### config.mk
export PLATFORM = sky130hd
export DESIGN_NAME = phx_round
export DESIGN_NICKNAME = d
export VERILOG_FILES = /design/src/rtl/core/phx_pkg.sv /design/src/rtl/core/phx_round.sv
export SDC_FILE = /design/constraint.sdc
export NUM_CORES = 2
export LEC_CHECK = 0
export ABC_CLOCK_PERIOD_IN_PS = 9620
export BUFFER_PORTS_ARGS = -buffer_cell sky130_fd_sc_hd__buf_2
export CORE_MARGIN = 10
export CORE_UTILIZATION = 24
export CTS_CLUSTER_DIAMETER = 150
export DETAILED_ROUTE_END_ITERATION = 6
export PLACE_DENSITY_LB_ADDON = 0.05
export SLEW_MARGIN = 20
export SYNTH_ARGS = -nofsm -noshare
export SYNTH_HDL_FRONTEND = slang
export SYNTH_SLANG_ARGS = --single-unit
### constraint.sdc
create_clock -name clk_i -period 9.62 [get_ports clk_i]
set_input_delay 1.924 -clock clk_i [delete_from_list [all_inputs] [get_ports clk_i]]
set_output_delay 1.924 -clock clk_i [all_outputs]
set_load 0.02 [all_outputs]
### src/rtl/core/phx_pkg.sv
`timescale 1ns / 1ps
// ----------------------------------------------------------------------------
// phx_pkg
// Shared types, constants and the round mixing function of the Philox4x32
// generator.
// ----------------------------------------------------------------------------
package phx_pkg;

  localparam int unsigned WordW         = 32;
  localparam int unsigned RoundCountDef = 10;
  localparam int unsigned CfgIdxW       = 1;

  localparam logic [WordW-1:0] MulA  = 32'hD2511F53;
  localparam logic [WordW-1:0] MulB  = 32'hCD9E8D57;
  localparam logic [WordW-1:0] WeylA = 32'h9E3779B9;
  localparam logic [WordW-1:0] WeylB = 32'hBB67AE85;

  typedef enum logic [CfgIdxW-1:0] {
    CfgKeyLow  = 1'b0,
    CfgKeyHigh = 1'b1
  } phx_cfg_idx_e;

  typedef logic [3:0][WordW-1:0] phx_words_t;

  // Products of one round plus the pass-through odd words.
  typedef struct packed {
    logic [2*WordW-1:0] prod_a;
    logic [2*WordW-1:0] prod_b;
    logic [WordW-1:0]   word_1;
    logic [WordW-1:0]   word_3;
  } phx_stage_t;

  function automatic phx_words_t phx_mix(input phx_stage_t st,
                                         input logic [WordW-1:0] k0,
                                         input logic [WordW-1:0] k1);
    phx_words_t w;
    w[0] = st.prod_b[2*WordW-1:WordW] ^ st.word_1 ^ k0;
    w[1] = st.prod_b[WordW-1:0];
    w[2] = st.prod_a[2*WordW-1:WordW] ^ st.word_3 ^ k1;
    w[3] = st.prod_a[WordW-1:0];
    return w;
  endfunction

endpackage

### src/rtl/core/phx_round.sv
`timescale 1ns / 1ps
// ----------------------------------------------------------------------------
// phx_round
// One pipeline stage: both round multiplications, registered, with
// valid/ready flow control.
// ----------------------------------------------------------------------------
module phx_round import phx_pkg::*; (
  input  logic       clk_i,
  input  logic       rst_ni,
  input  logic       valid_i,
  output logic       ready_o,
  input  phx_words_t words_i,
  output logic       valid_o,
  input  logic       ready_i,
  output phx_stage_t stage_o
);

  logic       valid_q;
  phx_stage_t stage_q, stage_d;

  assign ready_o = !valid_q || ready_i;

  always_comb begin
    stage_d.prod_a = {{WordW{1'b0}}, words_i[0]} * {{WordW{1'b0}}, MulA};
    stage_d.prod_b = {{WordW{1'b0}}, words_i[2]} * {{WordW{1'b0}}, MulB};
    stage_d.word_1 = words_i[1];
    stage_d.word_3 = words_i[3];
  end

  always_ff @(posedge clk_i or negedge rst_ni) begin
    if (!rst_ni) begin
      valid_q <= 1'b0;
    end else if (ready_o) begin
      valid_q <= valid_i;
    end
  end

  always_ff @(posedge clk_i) begin
    if (ready_o && valid_i) begin
      stage_q <= stage_d;
    end
  end

  assign valid_o = valid_q;
  assign stage_o = stage_q;

endmodule

==> results.yml <==
status:
  status: "complete, no violations"
cells_and_area:
  syn2layout_area_growth_pct: 15.5
  final_cell_count_no_fill: 6757
  fin_nets: 6222
  drive_above_1_share: 0.135
timing:
  max_freq_mhz: 111
  final_hold_viol_count: 0
  min_period_ns: 9.03
  slew-limit-headroom: 0.295
  finClkSkew_ns: 0.0273
  finalWorstSetupSlack_ns: 0.587
  setup_viol: 0
  rsz0062_at_grt: "false"
  tightest_slew_ns: 1.05
  finalCritPeriodShare: 0.939
  slew_violations: 0
cts:
  postCtsSetupBuffers: 0
  clockRootBuffer: "clkbuf_16"
  cts.sinks: 193
  clk_pin_slew_ns: 0.09
  clk_latency_ns: 0.59
  h-tree-depth: 4
  tritoncts: "yes"
  clk_path_buf_depth: 2
  cts_made_buffers: 17
logic_synthesis:
  yosysSeqAreaShare: 0.134
  synthDistinctLibCells: 76
  yosysTopAreaCell: "fa_1"
  synth_top_family_by_area: "adder cells"
  synth_nets: 5702
  synth_adder_area_share: 0.640
  synth_top_area_share: 0.391
  async_reset_ff_frac: 0.00518
  ys_warn_count: 0
  synth_seq_cells: 193
  synthMuxAreaShare: 0
  synth_edf_count: 192
  yosys-top-cells-area: "fa_1 (39%), ha_1 (25%), edfxtp_1 (13%)"
  synth_xor_area_frac: 0.0310
  syn-cell-area_mm2: 0.0432
  synth_simple_gate_area_frac: 0.0317
  synthFlopType: "edfxtp_1"
  synthCells: 3867
  synth.avg_cell_area_um2: 11.2
  synth_compound_area_frac: 0.0641
drt:
  route.detailed.drc: 0
  via_per_inst: 4.14
  ant_nets: 0
  drtIter0Drc: 1227
  drt_pass1_iterations: 5
  post_drt_wl_per_cell_um: 21.3
  route.vias.total: 28000
  finalWirelength_mm: 144
placement:
  gp_congestion: 0.808
  io_buffers: 325
  dp_slack_ns: -0.357
  hpwl_mm: 130
  dpl.cell_count: 6723
worst_setup_path:
  end_kind: "register"
  path_max_fanout: 4
  cp.required_ns: 9.94
  cp_slowest_stage_delay_ns: 0.54
  startpoint_type: "primary input"
  setup.worst_path.class: "primary input to register"
  critPathArrivalTime_ns: 9.36
  crit_top_cell: "fa_1"
  crit_slowest_cell: "nor4_2"
floorplan:
  start_util: 0.242
  core_area_mm2: 0.179
  die_w_um: 444
  io_pins: 326
  rows: 155
  die_area_mm2: 0.197
  die_h_um: 444
worst_hold_path:
  min_path_type: "register to register"
run:
  drv_cap: 0
grt:
  grt_usage: 0.148
  grt_max_degree: 98
  grt_pass1_wl_mm: 214
  grt_pass1_vias: 32100
  grt_antenna_before_repair: 3
  grt.overflow.total: 0
-- cell families after synthesis --
logic type      Yosys count
simple gates            272
fa+ha+maj              1703
compound gates          410
xor+xnor                153
flops                   193
buf+inv                1136
-- routing by layer --
layer  part of all wire  GRT usage  up-vias
met4              0.014     0.0265        0
met2               0.50      0.254      328
li1                   -          -    13300
met3              0.027     0.0222       49
met1               0.46      0.198    14300
met5                  0          0        -
-- cells in the final DEF (no fill, tap or decap), types with 13 or more instances in the layout --
master     Yosys  routed
nor2b_1       19      19
clkbuf_16      0      17
a31oi_1       14      14
edfxtp_1     192     192
ha_1         860     860
o21bai_1      22      22
a21oi_1      133     133
and3_1        21      21
buf_4          0     206
nand2_1       69      69
nor2_1        54      54
nand4_1       16      16
nand2b_1      19      19
a21o_1        83      83
o21a_1        17      17
xnor2_1       87      87
and2_1        14      13
fa_1         843     843
nand3_1       28      28
inv_1       1103    1103
xor2_1        66      66
buf_2          7     325
o21ai_0       44      44
-- flip-flops by register name, summed over array words and instances (netlist names) --
register  count
valid_o       1
stage_o     192
-- worst max-delay path: cells and delay by family --
kind	cells	cell delay (ns)
AO/OA/AOI/OAI	4	0.99
XOR/XNOR	1	0.12
AND/OR/NAND/NOR	4	0.93
buffers and inverters	12	1.25
adder cells (fa/ha/maj)	9	4.12
-- synthesized netlist by cell type, types with 3 or more instances --
master,number
inv_1,1103
ha_1,860
fa_1,843
edfxtp_1,192
a21oi_1,133
xnor2_1,87
a21o_1,83
nand2_1,69
xor2_1,66
nor2_1,54
o21ai_0,44
nand3_1,28
clkbuf_1,25
o21bai_1,22
and3_1,21
nand2b_1,19
nor2b_1,19
o21a_1,17
nand4_1,16
a31oi_1,14
and2_1,14
a211oi_1,10
o21ai_1,10
or2_2,10
a221o_1,7
buf_2,7
nor3_1,6
o211ai_1,6
o31ai_1,5
a211o_1,4
a311oi_1,4
o221ai_1,4
a221oi_1,3
a221oi_2,3
a41oi_1,3
nor4_1,3
or3_1,3
-- area by class of cell --
type	instances	area, um^2
Tap cell	2355	2950
Clock buffer	17	425
Clock inverter	15	188
Timing Repair Buffer	534	3230
Inverter	1103	4140
Multi-Input combinational cell	2538	33100
Antenna cell	2	5.00
Sequential cell	193	5790
Fill cell	19000	129000
-- stage by stage --
step,setup TNS [ns],util,instance area [um^2],hold WS (ns)
after floorplan,0,-,43200,0.783
after global placement,-1.95,0.276,49200,0.521
after detailed placement,-1.74,0.276,49200,0.526
after CTS,0,0.279,49800,0.552
after global routing,0,0.279,49800,0.593
final,0,0.279,49900,0.544
-- repair_timing --
| item | CTS | global route |
|---|---|---|
| hold buffers | 0 | 0 |
| setup endpoints to repair | 0 | 2 |
| hold endpoints to repair | 0 | 0 |
| resized for setup | 0 | 1 |
-- final timing paths --
kind	slack, ns	cells past startpoint	to	start
min	0.54	2	valid_o$_DFFE_PN0N_	valid_o$_DFFE_PN0N_
max in group asynchronous	8.43	1	valid_o$_DFFE_PN0N_	rst_ni
min in group asynchronous	1.11	1	valid_o$_DFFE_PN0N_	rst_ni
max	0.59	30	stage_o[122]$_DFFE_PP_	words_i[78]
max reg2reg	7.38	3	stage_o[180]$_DFFE_PP_	valid_o$_DFFE_PN0N_
min reg2reg	0.54	2	valid_o$_DFFE_PN0N_	valid_o$_DFFE_PN0N_
Power is left out: the tool's default activity adds up to more than one toggle a clock period on the data nets, which glitch-free logic cannot reach.
