==> config.mk <==
export PLATFORM = sky130hd
export DESIGN_NAME = phx_key_sched
export DESIGN_NICKNAME = d
export VERILOG_FILES = /design/src/rtl/core/phx_pkg.sv /design/src/rtl/core/phx_key_sched.sv
export SDC_FILE = /design/constraint.sdc
export NUM_CORES = 1
export LEC_CHECK = 0
export BUFFER_PORTS_ARGS = -buffer_cell sky130_fd_sc_hd__buf_2
export CORE_AREA = 2 2 261 263
export DETAILED_ROUTE_END_ITERATION = 16
export DIE_AREA = 0 0 263 265
export PLACE_DENSITY = 0.71
export REMOVE_ABC_BUFFERS = 1
export SYNTH_ARGS = -nofsm -noshare
export SYNTH_HDL_FRONTEND = slang
export SYNTH_SLANG_ARGS = --single-unit
export TNS_END_PERCENT = 100
==> constraint.sdc <==
create_clock -name clk_i -period 4.55 [get_ports clk_i]
set_input_delay 0.2275 -clock clk_i [delete_from_list [all_inputs] [get_ports clk_i]]
set_output_delay 0.2275 -clock clk_i [all_outputs]
set_load 0.005 [all_outputs]
==> src/rtl/core/phx_pkg.sv <==
`timescale 1ns / 1ps
// ----------------------------------------------------------------------------
// phx_pkg
// Shared types, constants and the round mixing function of the Philox4x32
// generator.
// ----------------------------------------------------------------------------
package phx_pkg;

  localparam int unsigned WordW         = 32;
  localparam int unsigned RoundCountDef = 10;
  localparam int unsigned CfgIdxW       = 1;

  localparam logic [WordW-1:0] MulA  = 32'hD2511F53;
  localparam logic [WordW-1:0] MulB  = 32'hCD9E8D57;
  localparam logic [WordW-1:0] WeylA = 32'h9E3779B9;
  localparam logic [WordW-1:0] WeylB = 32'hBB67AE85;

  typedef enum logic [CfgIdxW-1:0] {
    CfgKeyLow  = 1'b0,
    CfgKeyHigh = 1'b1
  } phx_cfg_idx_e;

  typedef logic [3:0][WordW-1:0] phx_words_t;

  // Products of one round plus the pass-through odd words.
  typedef struct packed {
    logic [2*WordW-1:0] prod_a;
    logic [2*WordW-1:0] prod_b;
    logic [WordW-1:0]   word_1;
    logic [WordW-1:0]   word_3;
  } phx_stage_t;

  function automatic phx_words_t phx_mix(input phx_stage_t st,
                                         input logic [WordW-1:0] k0,
                                         input logic [WordW-1:0] k1);
    phx_words_t w;
    w[0] = st.prod_b[2*WordW-1:WordW] ^ st.word_1 ^ k0;
    w[1] = st.prod_b[WordW-1:0];
    w[2] = st.prod_a[2*WordW-1:WordW] ^ st.word_3 ^ k1;
    w[3] = st.prod_a[WordW-1:0];
    return w;
  endfunction

endpackage

==> src/rtl/core/phx_key_sched.sv <==
`timescale 1ns / 1ps
// ----------------------------------------------------------------------------
// phx_key_sched
// Key registers and the per-round key schedule (Weyl increments).
// ----------------------------------------------------------------------------
module phx_key_sched import phx_pkg::*; #(
  parameter int unsigned ROUND_COUNT = RoundCountDef
) (
  input  logic                clk_i,
  input  logic                rst_ni,
  input  logic                cfg_we_i,
  input  logic [CfgIdxW-1:0]  cfg_idx_i,
  input  logic [WordW-1:0]    cfg_wdata_i,
  output logic [WordW-1:0]    rk0_o [ROUND_COUNT],
  output logic [WordW-1:0]    rk1_o [ROUND_COUNT]
);

  logic [WordW-1:0] key_lo_q, key_hi_q;

  always_ff @(posedge clk_i or negedge rst_ni) begin
    if (!rst_ni) begin
      key_lo_q <= '0;
      key_hi_q <= '0;
    end else if (cfg_we_i) begin
      case (phx_cfg_idx_e'(cfg_idx_i))
        CfgKeyLow:  key_lo_q <= cfg_wdata_i;
        CfgKeyHigh: key_hi_q <= cfg_wdata_i;
        default: ;
      endcase
    end
  end

  assign rk0_o[0] = key_lo_q;
  assign rk1_o[0] = key_hi_q;

  // Round r's keys are used only past round r's register, so registering them is safe.
  for (genvar r = 1; r < ROUND_COUNT; r++) begin : g_rk
    localparam logic [2*WordW-1:0] OffA = (2*WordW)'(r) * {{WordW{1'b0}}, WeylA};
    localparam logic [2*WordW-1:0] OffB = (2*WordW)'(r) * {{WordW{1'b0}}, WeylB};
    logic [WordW-1:0] rk0_q, rk1_q;

    always_ff @(posedge clk_i) begin
      rk0_q <= key_lo_q + OffA[WordW-1:0];
      rk1_q <= key_hi_q + OffB[WordW-1:0];
    end

    assign rk0_o[r] = rk0_q;
    assign rk1_o[r] = rk1_q;
  end

endmodule

==> results.txt <==
Remaining DRCs: 0
Max-capacitance violation count: 0
Critical Setup Path Class: register to register
Wire length of the first global-routing pass: 154500 µm
Post-synthesis instance area: 26100 µm²
Clock root cell: clkbuf_16
Min-delay worst type: input port to register
Worst supply voltage drop on vdd: 0.3452 mV
Clock Pin Slew Worst Setup and Hold Paths: 0.06 ns
Post-DR vias/cell: 5.490
Post-DP HPWL: 79340 µm
Ratio of cells with drive above 1 in the final layout: 28.51%
Number of DRC markers in iteration 0: 2353
Power Total: 19.61 mW
Final worst clock skew: 0.02842 ns
Vias in the first global route: 22880
Nets@finish: 3451
Post-synthesis async set-or-reset flop share: 10.42%
Post-Route Setup TNS: 0 ns
Multi-input combinational cell area: 12250 µm²
CTS tree: built
Required time at the worst-slack endpoint: 5.05 ns
Cells taking the most area after synthesis: dfxtp_1 (42%), xnor2_1 (12%), dfrtp_1 (6.1%)
H-tree levels: 3
# resized after CTS: 0
RSZ-0062 raised after global routing: no
Leftover overflow at the end of global routing: 0
Initial Util: 39.07%
Largest net degree at the start of global routing: 65
Result of the run: complete, no violations
IO Count: 676
Flops & latches, synth: 614
Sequential cell area: 12610 µm²
Final design utilization: 49.17%
Number of enable-type register cells in the synthesized netlist: 0
Count of warnings emitted by yosys: 0
Buffers from clock root to sink, at most: 3
Area of the core: 66800 µm²
Sequential Power Share: 40.1%
Post-synthesis instance total: 2757
Final setup violation count: 0
Clock period minus worst slack: 3.708 ns
Post-synthesis to final-layout area growth: 25.86%
Clock latency on the worst-skew pair: 0.61 ns
Gpl congestion: 0.9991
Wirelength per Cell: 24.76 µm
Lkg Pwr: 13.97 nW
Final slew viol count: 0
Die boundary height: 265 µm
Clock share of power: 29.4%
Routed wire length: 106600 µm
Most frequently used flop master after synthesis: dfxtp_1
Slew @ Worst Pin: 1.087 ns
Number of buffers inserted by hold repair at cts: 31
Worst setup EP type: register
Max Freq: 0.2697 GHz
Number of vias after detailed routing: 23650
Non-Filler Cell Area, Final: 32850 µm²
All-Layer GR Usage: 29.36%
Fraction of power spent switching nets: 34.53%
Power density relative to cell area: 597.0 nW/µm²
Startpoint type of the worst setup path: register
Die area: 69700 µm²
Switching component of the power: 6.772 mW
Cell row count: 95
Seq/Total Area, Yosys: 48.32%
Crit path max fanout: 15
Post-CTS setup repair buffer count: 0
Post-DP Area: 30190 µm²
Unique masters post-synth: 86
Clock Sinks: 614
Number of routed nets with antenna violations: 0
Number of input and output port buffers inserted: 675
Synthesized area per cell: 9.466 µm²
Period utilisation layout: 81.49%
CTS buffer count: 67
Area leader, netlist: dfxtp_1
# fillers: 6254
Internal power component: 12.84 mW
First-pass detailed-route iteration total: 6
Arrival time of data at the critical path endpoint: 4.20 ns
Combinational power share: 30.5%
Antenna violations before repair: 4
Number of hold-slack violations in the final timing report: 0
Die boundary width: 263 µm
Max transition margin: 26.90%
Reg-to-reg setup timing slack: 0.84 ns
Post-synth top area share: 42.19%
cells in the final DEF, fill, tap and decap left out, drive strengths merged, types with 8 or more instances in the layout:
cell type	n
buf	760
dfxtp	550
xnor2	360
nand2	220
nor2	186
o21ai	165
a21oi	147
xor2	104
clkbuf	87
dfrtp	64
nand3	63
nor3	60
inv	55
mux2	49
a31oi	37
ha	37
dlygate4sd3	31
nor4	25
or2	25
o31ai	25
clkinv	23
nand2b	22
o21a	20
nor2b	19
or3	17
a21o	16
a21boi	16
and3	15
and2	15
nand4	14
o21bai	14
o211ai	13
a311oi	12
a211oi	11
o41ai	10
a211o	9
bufinv	8
a2111oi	8
synthesized netlist by cell type, types with 10 or more instances:
| master | count |
|---|---|
| nor3_1 | 60 |
| nor2b_1 | 19 |
| o21a_1 | 20 |
| and2_1 | 15 |
| nand2b_1 | 22 |
| ha_1 | 37 |
| xnor2_1 | 360 |
| nor4_1 | 25 |
| a211oi_1 | 10 |
| o31ai_1 | 24 |
| a21o_1 | 16 |
| dfxtp_1 | 550 |
| or3_1 | 16 |
| o21ai_0 | 158 |
| buf_2 | 21 |
| mux2_2 | 49 |
| inv_1 | 40 |
| inv_2 | 10 |
| nor2_1 | 186 |
| a311oi_1 | 12 |
| nand2_1 | 220 |
| o21bai_1 | 14 |
| and3_1 | 15 |
| xor2_1 | 104 |
| nand3_1 | 63 |
| or2_2 | 24 |
| clkbuf_1 | 143 |
| a31oi_1 | 37 |
| o211ai_1 | 13 |
| a21oi_1 | 147 |
| o41ai_1 | 10 |
| a21boi_0 | 16 |
| dfrtp_1 | 64 |
| buf_4 | 27 |
| nand4_1 | 14 |
| buf_1 | 47 |
power by group through the flow:
stage | sequential, mW | clock [mW] | combinational, mW
finish | 7.86 | 5.77 | 5.97
global route | 7.97 | 6.06 | 6.38
CTS | 7.85 | 5.85 | 5.94
detailed placement | 7.93 | 0 | 5.89
global placement | 7.97 | 0 | 5.85
floorplan | 8.15 | 0 | 2.31
worst max-delay path, stage by stage, from the launching register on:
cell	delay [ns]
dfrtp_1	0.68
clkinv_1	0.48
ha_1	0.43
a311oi_1	0.74
o2111ai_1	0.41
a21boi_0	0.52
o21ai_0	0.17
xor2_1	0.16
sequential cells by signal, indices dropped and copies added (netlist names):
| signal | flops |
|---|---|
| key_hi_q | 32 |
| key_lo_q | 32 |
| g_rk.rk0_q | 275 |
| g_rk.rk1_q | 275 |
area by class of cell:
class,instances,share of cell area (%)
Antenna cell,5,0.03809
Clock buffer,87,5.797
Clock inverter,34,1.322
Inverter,56,0.6399
Multi-Input combinational cell,1848,37.30
Sequential cell,614,38.39
Tap cell,873,3.325
Timing Repair Buffer,791,13.18
final timing paths:
kind                                      start           endpoint  cells past startpoint
worst min register to register     key_hi_q[23]       key_hi_q[23]                      1
min in group asynchronous                rst_ni        key_hi_q[4]                      2
worst max-delay path                key_lo_q[3]  g_rk[5].rk0_q[28]                      7
worst max register to register      key_lo_q[3]  g_rk[5].rk0_q[28]                      7
max in group asynchronous                rst_ni       key_lo_q[20]                      2
worst min-delay path            cfg_wdata_i[17]       key_hi_q[17]                      2
cells by family (layout without fill, tap and decap cells):
| logic type | Yosys count | after routing | synth area share [%] |
|---|---|---|---|
| flops | 614 | 614 | 48.32 |
| other cells | 0 | 5 | 0 |
| buf+inv | 295 | 968 | 4.760 |
| fa+ha+maj | 37 | 37 | 1.774 |
| xor+xnor | 464 | 464 | 15.57 |
| compound gates | 576 | 576 | 14.22 |
| mux | 50 | 50 | 2.153 |
| simple gates | 721 | 721 | 13.20 |
per-layer routing:
metal | routed length, µm | share of wire, % | vias up | global-route usage, %
met5 | 27 | 0.025 | - | 0
met4 | 5268 | 4.9 | 4 | 14.46
met3 | 9075 | 8.5 | 254 | 5.741
met2 | 50630 | 47 | 1417 | 48.43
met1 | 41650 | 39 | 11360 | 36.77
li1 | - | - | 10620 | -
metrics by stage:
| stage | std cells | setup slack, ns | hold WS, ns |
|---|---|---|---|
| 2_1_floorplan | 2518 | 1.676 | -0.06809 |
| 3_3_place_gp | 4151 | 0.9715 | 0.4515 |
| 3_5_place_dp | 4151 | 0.8850 | 0.4645 |
| 4_1_cts | 4303 | 0.8579 | 0.02153 |
| 5_1_grt | 4305 | 0.6141 | 0.04511 |
| 6_report | 4308 | 0.8422 | 0.02681 |
Power figures use the tool's default switching activity.
